==> src/rtl/pms_pkg.sv <==
// ----------------------------------------------------------------------------
// pms_pkg: shared definitions for the particle motion step
// Fixed-point format, saturation helpers and configuration register codes.
// ----------------------------------------------------------------------------
`default_nettype none

package pms_pkg;

	localparam int FRAC_BITS = 16;
	localparam logic signed [31:0] ONE = 32'sd1 <<< FRAC_BITS;

	typedef enum logic [2:0] {
		CFG_TIME_STEP    = 3'd0,
		CFG_ANIM_PHASE   = 3'd1,
		CFG_CENTER_X     = 3'd2,
		CFG_CENTER_Y     = 3'd3,
		CFG_ATTRACT_GAIN = 3'd4,
		CFG_DAMPING      = 3'd5,
		CFG_TURB_AMP     = 3'd6,
		CFG_LIFE_START   = 3'd7
	} cfg_idx_t;

	function automatic logic signed [31:0] sat32(input logic signed [63:0] v);
		if (v > 64'sd2147483647) begin
			return 32'sh7fffffff;
		end else if (v < -64'sd2147483648) begin
			return 32'sh80000000;
		end
		return v[31:0];
	endfunction

	function automatic logic signed [31:0] sat_add(input logic signed [31:0] a,
			input logic signed [31:0] b);
		return sat32(64'(a) + 64'(b));
	endfunction

	function automatic logic signed [31:0] sat_sub(input logic signed [31:0] a,
			input logic signed [31:0] b);
		return sat32(64'(a) - 64'(b));
	endfunction

endpackage

`default_nettype wire

==> src/rtl/pms_div.sv <==
// ----------------------------------------------------------------------------
// pms_div: pipelined restoring divider for alpha
// Gives floor(num * 2^F / den) for 0 <= num < den, one quotient bit per stage.
// ----------------------------------------------------------------------------
`default_nettype none

module pms_div (
	input  wire logic                            clk,
	input  wire logic                            en,
	input  wire logic [30:0]                     num,
	input  wire logic [30:0]                     den,
	output logic [pms_pkg::FRAC_BITS-1:0]        q
);

	localparam int F = pms_pkg::FRAC_BITS;

	logic [30:0]  r_s  [F];
	logic [F-1:0] q_s  [F];
	logic [30:0]  r_nx [F];
	logic [F-1:0] q_nx [F];
	logic [31:0]  r2   [F];
	logic         ge   [F];

	always_comb begin
		for (int j = 0; j < F; j++) begin
			r2[j]   = (j == 0) ? {num, 1'b0} : {r_s[j-1], 1'b0};
			ge[j]   = r2[j] >= {1'b0, den};
			r_nx[j] = ge[j] ? 31'(r2[j] - {1'b0, den}) : r2[j][30:0];
			q_nx[j] = (j == 0) ? F'(ge[j]) : {q_s[j-1][F-2:0], ge[j]};
		end
	end

	always_ff @(posedge clk) begin
		if (en) begin
			for (int j = 0; j < F; j++) begin
				r_s[j] <= r_nx[j];
				q_s[j] <= q_nx[j];
			end
		end
	end

	assign q = q_s[F-1];

endmodule

`default_nettype wire

==> config.mk <==
export PLATFORM = sky130hd
export DESIGN_NAME = pms_div
export DESIGN_NICKNAME = d
export VERILOG_FILES = /design/src/rtl/pms_pkg.sv /design/src/rtl/pms_div.sv
export SDC_FILE = /design/constraint.sdc
export NUM_CORES = 2
export LEC_CHECK = 0
export ABC_AREA = 1
export BUFFER_PORTS_ARGS = -buffer_cell sky130_fd_sc_hd__buf_2
export CAP_MARGIN = 20
export CORE_ASPECT_RATIO = 1.25
export CORE_MARGIN = 2
export CORE_UTILIZATION = 60
export CTS_CLUSTER_DIAMETER = 200
export CTS_CLUSTER_SIZE = 28
export DETAILED_ROUTE_END_ITERATION = 10
export HOLD_SLACK_MARGIN = 0.12
export PLACE_DENSITY_LB_ADDON = 0.12
export SETUP_SLACK_MARGIN = 0.2
export SLEW_MARGIN = 20
export SYNTH_ARGS = -nofsm -noshare
export SYNTH_HDL_FRONTEND = slang
export SYNTH_SLANG_ARGS = --single-unit
==> constraint.sdc <==
create_clock -name clk -period 13.2 [get_ports clk]
set_clock_uncertainty 0.15 [all_clocks]
set_input_delay 1.98 -clock clk [delete_from_list [all_inputs] [get_ports clk]]
set_output_delay 1.98 -clock clk [all_outputs]
set_load 0.03 [all_outputs]
* Word level (Yosys, flattened, before mapping)
Memory sizes are Yosys's and may differ from the RTL's. Cells that the tools add are included.
Operators by class: magnitude comparators 16, mux-type cells 18, add/subtract/negate cells 16
Operators by type and width (number):
- $ge A32 B31 Y1 | 16
- $mux W31 | 16
- $sub A31 B31 Y31 | 16
- $mux W1 | 2
Storage, ports and cells: memory bits (writable) 752, memories 2, register bits after elaboration 0
Memories:
- r_s | words 16, bits a word 31, rd ports 15, clocked after Yosys merged registers in 0, wr ports 16, RTL line pms_div.sv:17 | logic [30:0] r_s [F];
- q_s | words 16, bits a word 16, rd ports 16, clocked after Yosys merged registers in 0, wr ports 16, RTL line pms_div.sv:18 | logic [F-1:0] q_s [F];

* Longest topological paths before layout
An unclocked memory read counts as a cell.
word-level depth 3, mapped depth 17, depth with buffers taken out 15

* Least setup slack after synthesis
No wires, ideal clock.
path type input-to-reg, start input port den[0], end memory r_s[10][25] (netlist: r_s[1][87]), data pin, slack 7.480 ns, cell stages on the path 17, data arrival time 5.317 ns, library setup time 0.253 ns, cells stage by stage inv_2 buf_2 buf_2 buf_1 fa_1 nand3_1 nand3_1 nand2_1 nand2_2 nand2_1 nand3_1 nand2_1 nand2_4 inv_4 buf_6 nand2_2 nand2_1
RTL lines:
- from (decl) | RTL line pms_div.sv:11 | input wire logic [30:0] den,
- to (decl) | RTL line pms_div.sv:17

==> impl_metrics.json <==
{
  "outcome": "completed",
  "synth-simple-area-share_pct": 40.4,
  "wl_met3_mm": 17.8,
  "worstMarginPinSlew_ns": 1.17,
  "worstSetupPathType": "in -> reg",
  "worstPathArrival_ns": 5.59,
  "die_y_um": 360,
  "post_synth_xor_area_fraction_pct": 3.24,
  "hold_viol": 0,
  "cts.htree.levels": 1,
  "via_count": 60000,
  "maxSlewViolCount": 0,
  "postRouteAntennaNets": 0,
  "wl_per_cell_um": 19.3,
  "cts_resized": 0,
  "netlist_area_um2": 60700,
  "via_per_inst": 5.47,
  "hold_buffers": 0,
  "yosys.area_share.adder_pct": 10.7,
  "drtPass1Iterations": 7,
  "synth_cell_types": 46,
  "pwr_density_cell_nw_per_um2": 232,
  "yosys-top-cells-area": "edfxtp_1, nand2_1, inv_1, ha_1, nand3_1",
  "crit_path_end_kind": "flip-flop",
  "grt_pass1_wl_mm": 317,
  "numPortBuffers": 79,
  "clk_latency_ns": 0.67,
  "syn_to_final_growth_pct": 3.47,
  "grt_use_total_pct": 40.3,
  "grt_pass1_vias": 56000,
  "cts_buffers": 25,
  "syn_area_per_cell_um2": 6.33,
  "crit_fanout": 47,
  "rsz0062_at_grt": "false",
  "synth_ff_type": "edfxtp_1",
  "synth_enable_flop_cells": 601,
  "synthCells": 9600,
  "ys_ff_latch": 601,
  "startpoint_type": "input pin",
  "synth.most_common_cell": "nand2_1",
  "cts_sinks": 601,
  "start_util_pct": 60.4,
  "synth_common_cells": "nand2_1, inv_1, nand3_1",
  "synthMuxAreaShare_pct": 0,
  "synth_compound_area_share_pct": 3.25,
  "ir_drop_mv": 0.139,
  "top_level_ports": 80,
  "highest_layer": "met5",
  "wl_met1_mm": 76.1,
  "async_reset_ff_share_pct": 0,
  "path_clk_slew_ns": 0.12,
  "leakage_uw": 0.0361,
  "place.gp.congestion": 1.06,
  "ys_warn_count": 0,
  "clock.fmax_mhz": 188,
  "cts-root-buf": "clkbuf_16",
  "drtIter0Drc": 5465,
  "routed_wl_mm": 212,
  "cts_setup_buffers": 0,
  "grt_max_degree": 174,
  "cts_buffer_depth": 3,
  "die_x_um": 289,
  "placementRows": 130,
  "synth_top_family_by_area": "simple AND/OR/NAND/NOR gates",
  "slew_headroom_pct": 22.2,
  "fin_nets": 10200,
  "syn-num-nets": 10200,
  "synth_top_area_share_pct": 29.7,
  "antenna_found_initial": 16,
  "dr_wl_met2_mm": 97.3,
  "hpwl_mm": 161,
  "overflow": 0,
  "finalSetupTns_ns": 0,
  "period_minus_slack_ns": 5.32,
  "yosysTopAreaCell": "edfxtp_1",
  "cts_tree": "done",
  "n_fill_cell": 9849,
  "setup_viol_count_final": 0,
  "min_path_type": "reg -> reg",
  "finalCritPeriodShare_pct": 40.3,
  "maxCapViolCount": 0,
  "power.total_uw": 14600,
  "dieArea_um2": 104000,
  "yosysSeqAreaShare_pct": 29.7,
  "critPathRequiredTime_ns": 13.48,
  "drc": 0,
  "core_area_um2": 101000,
  "drive_gt1_share_pct": 3.61
}
==> per-layer routing <==
metal  track usage [%]  up-vias
met4              33.1       10
met1              44.8    26800
met3              7.90      846
met2              66.3     2708
li1                  -    29600
met5                 0        -
==> placed cells by master (no fill, tap or decap), drive strengths merged <==
master     n
o211ai     1
buf      112
inv     1785
xnor2      1
xor2     224
nand4    108
nand2   4445
fa        15
a21oi    262
clkinv    16
nand3    629
and3       7
edfxtp   601
nand3b    52
or2       25
o21bai    44
nor2     649
a31oi      1
o21ai     38
clkbuf    25
diode     18
a211oi     1
a21o       1
nor4       1
ha       495
nor3      30
and2      70
o21a       2
==> worst max-delay path, stage by stage <==
cell	delay, ns
buf_2	0.14
inv_4	0.46
buf_4	0.67
fa_1	0.40
nand3_1	0.11
nand3_1	0.14
nand2_1	0.07
nand2_1	0.12
nand2_1	0.08
nand3_1	0.08
nand2_1	0.07
nand2_2	0.49
inv_2	0.41
nand2_1	0.17
nand2_1	0.07
==> sequential cells by signal, indices dropped and copies added, names as in the netlist <==
register,cells
r_s,465
q_s,136
==> through the flow <==
step,instance area [µm²],utilization [%],cells,setup WS (ns),hold slack (ns)
5_1_grt,62800,62.5,11000,7.62,0.277
3_5_place_dp,62100,61.8,10900,7.28,0.255
4_1_cts,62800,62.5,11000,7.98,0.270
2_1_floorplan,60700,-,9600,7.48,0.250
3_3_place_gp,62100,61.8,10900,7.32,0.251
6_report,62900,62.5,11000,7.88,0.261
==> cells by family (layout without fill, tap and decap cells) <==
logic type | Yosys count | count (layout)
DFF | 601 | 601
buffers and inverters | 1898 | 1938
and+or+nand+nor | 6016 | 6016
adders and majority gates | 510 | 510
xor gates and xnor gates | 225 | 225
other | 0 | 18
AOI/OAI and AO/OA | 350 | 350
==> final timing paths <==
check                                              to  slack [ns]                   from  depth (start not counted)
worst max-delay path             r_s[0][76]$_DFFE_PP_        7.88                 den[0]                         15
worst min register to register  q_s[1][110]$_DFFE_PP_        0.26   q_s[1][93]$_DFFE_PP_                          0
worst min-delay path            q_s[1][110]$_DFFE_PP_        0.26   q_s[1][93]$_DFFE_PP_                          0
worst max register to register  r_s[1][171]$_DFFE_PP_        9.45  r_s[1][150]$_DFFE_PP_                         10
==> final cells by class <==
| cell class | count | area (µm²) | share of cell area, % |
|---|---|---|---|
| antenna | 18 | 45.0 | 0.0717 |
| clock buffer | 25 | 626 | 0.995 |
| clock inverter | 2 | 36.3 | 0.0577 |
| inverter | 1799 | 6770 | 10.8 |
| multi-input combinational | 7101 | 35000 | 55.7 |
| sequential | 601 | 18000 | 28.7 |
| tap | 1320 | 1650 | 2.63 |
| timing repair buffer | 112 | 691 | 1.10 |
==> power breakdown <==
group / total (µW) / internal [µW] / leakage (µW) / switching (µW)
Sequential: 4300 / 3280 / 0.00591 / 1010
Combinational: 9300 / 3010 / 0.0298 / 6290
Clock: 986 / 349 / 0.000325 / 637
Total: 14600 / 6640 / 0.0361 / 7940
Power figures use the tool's default switching activity.
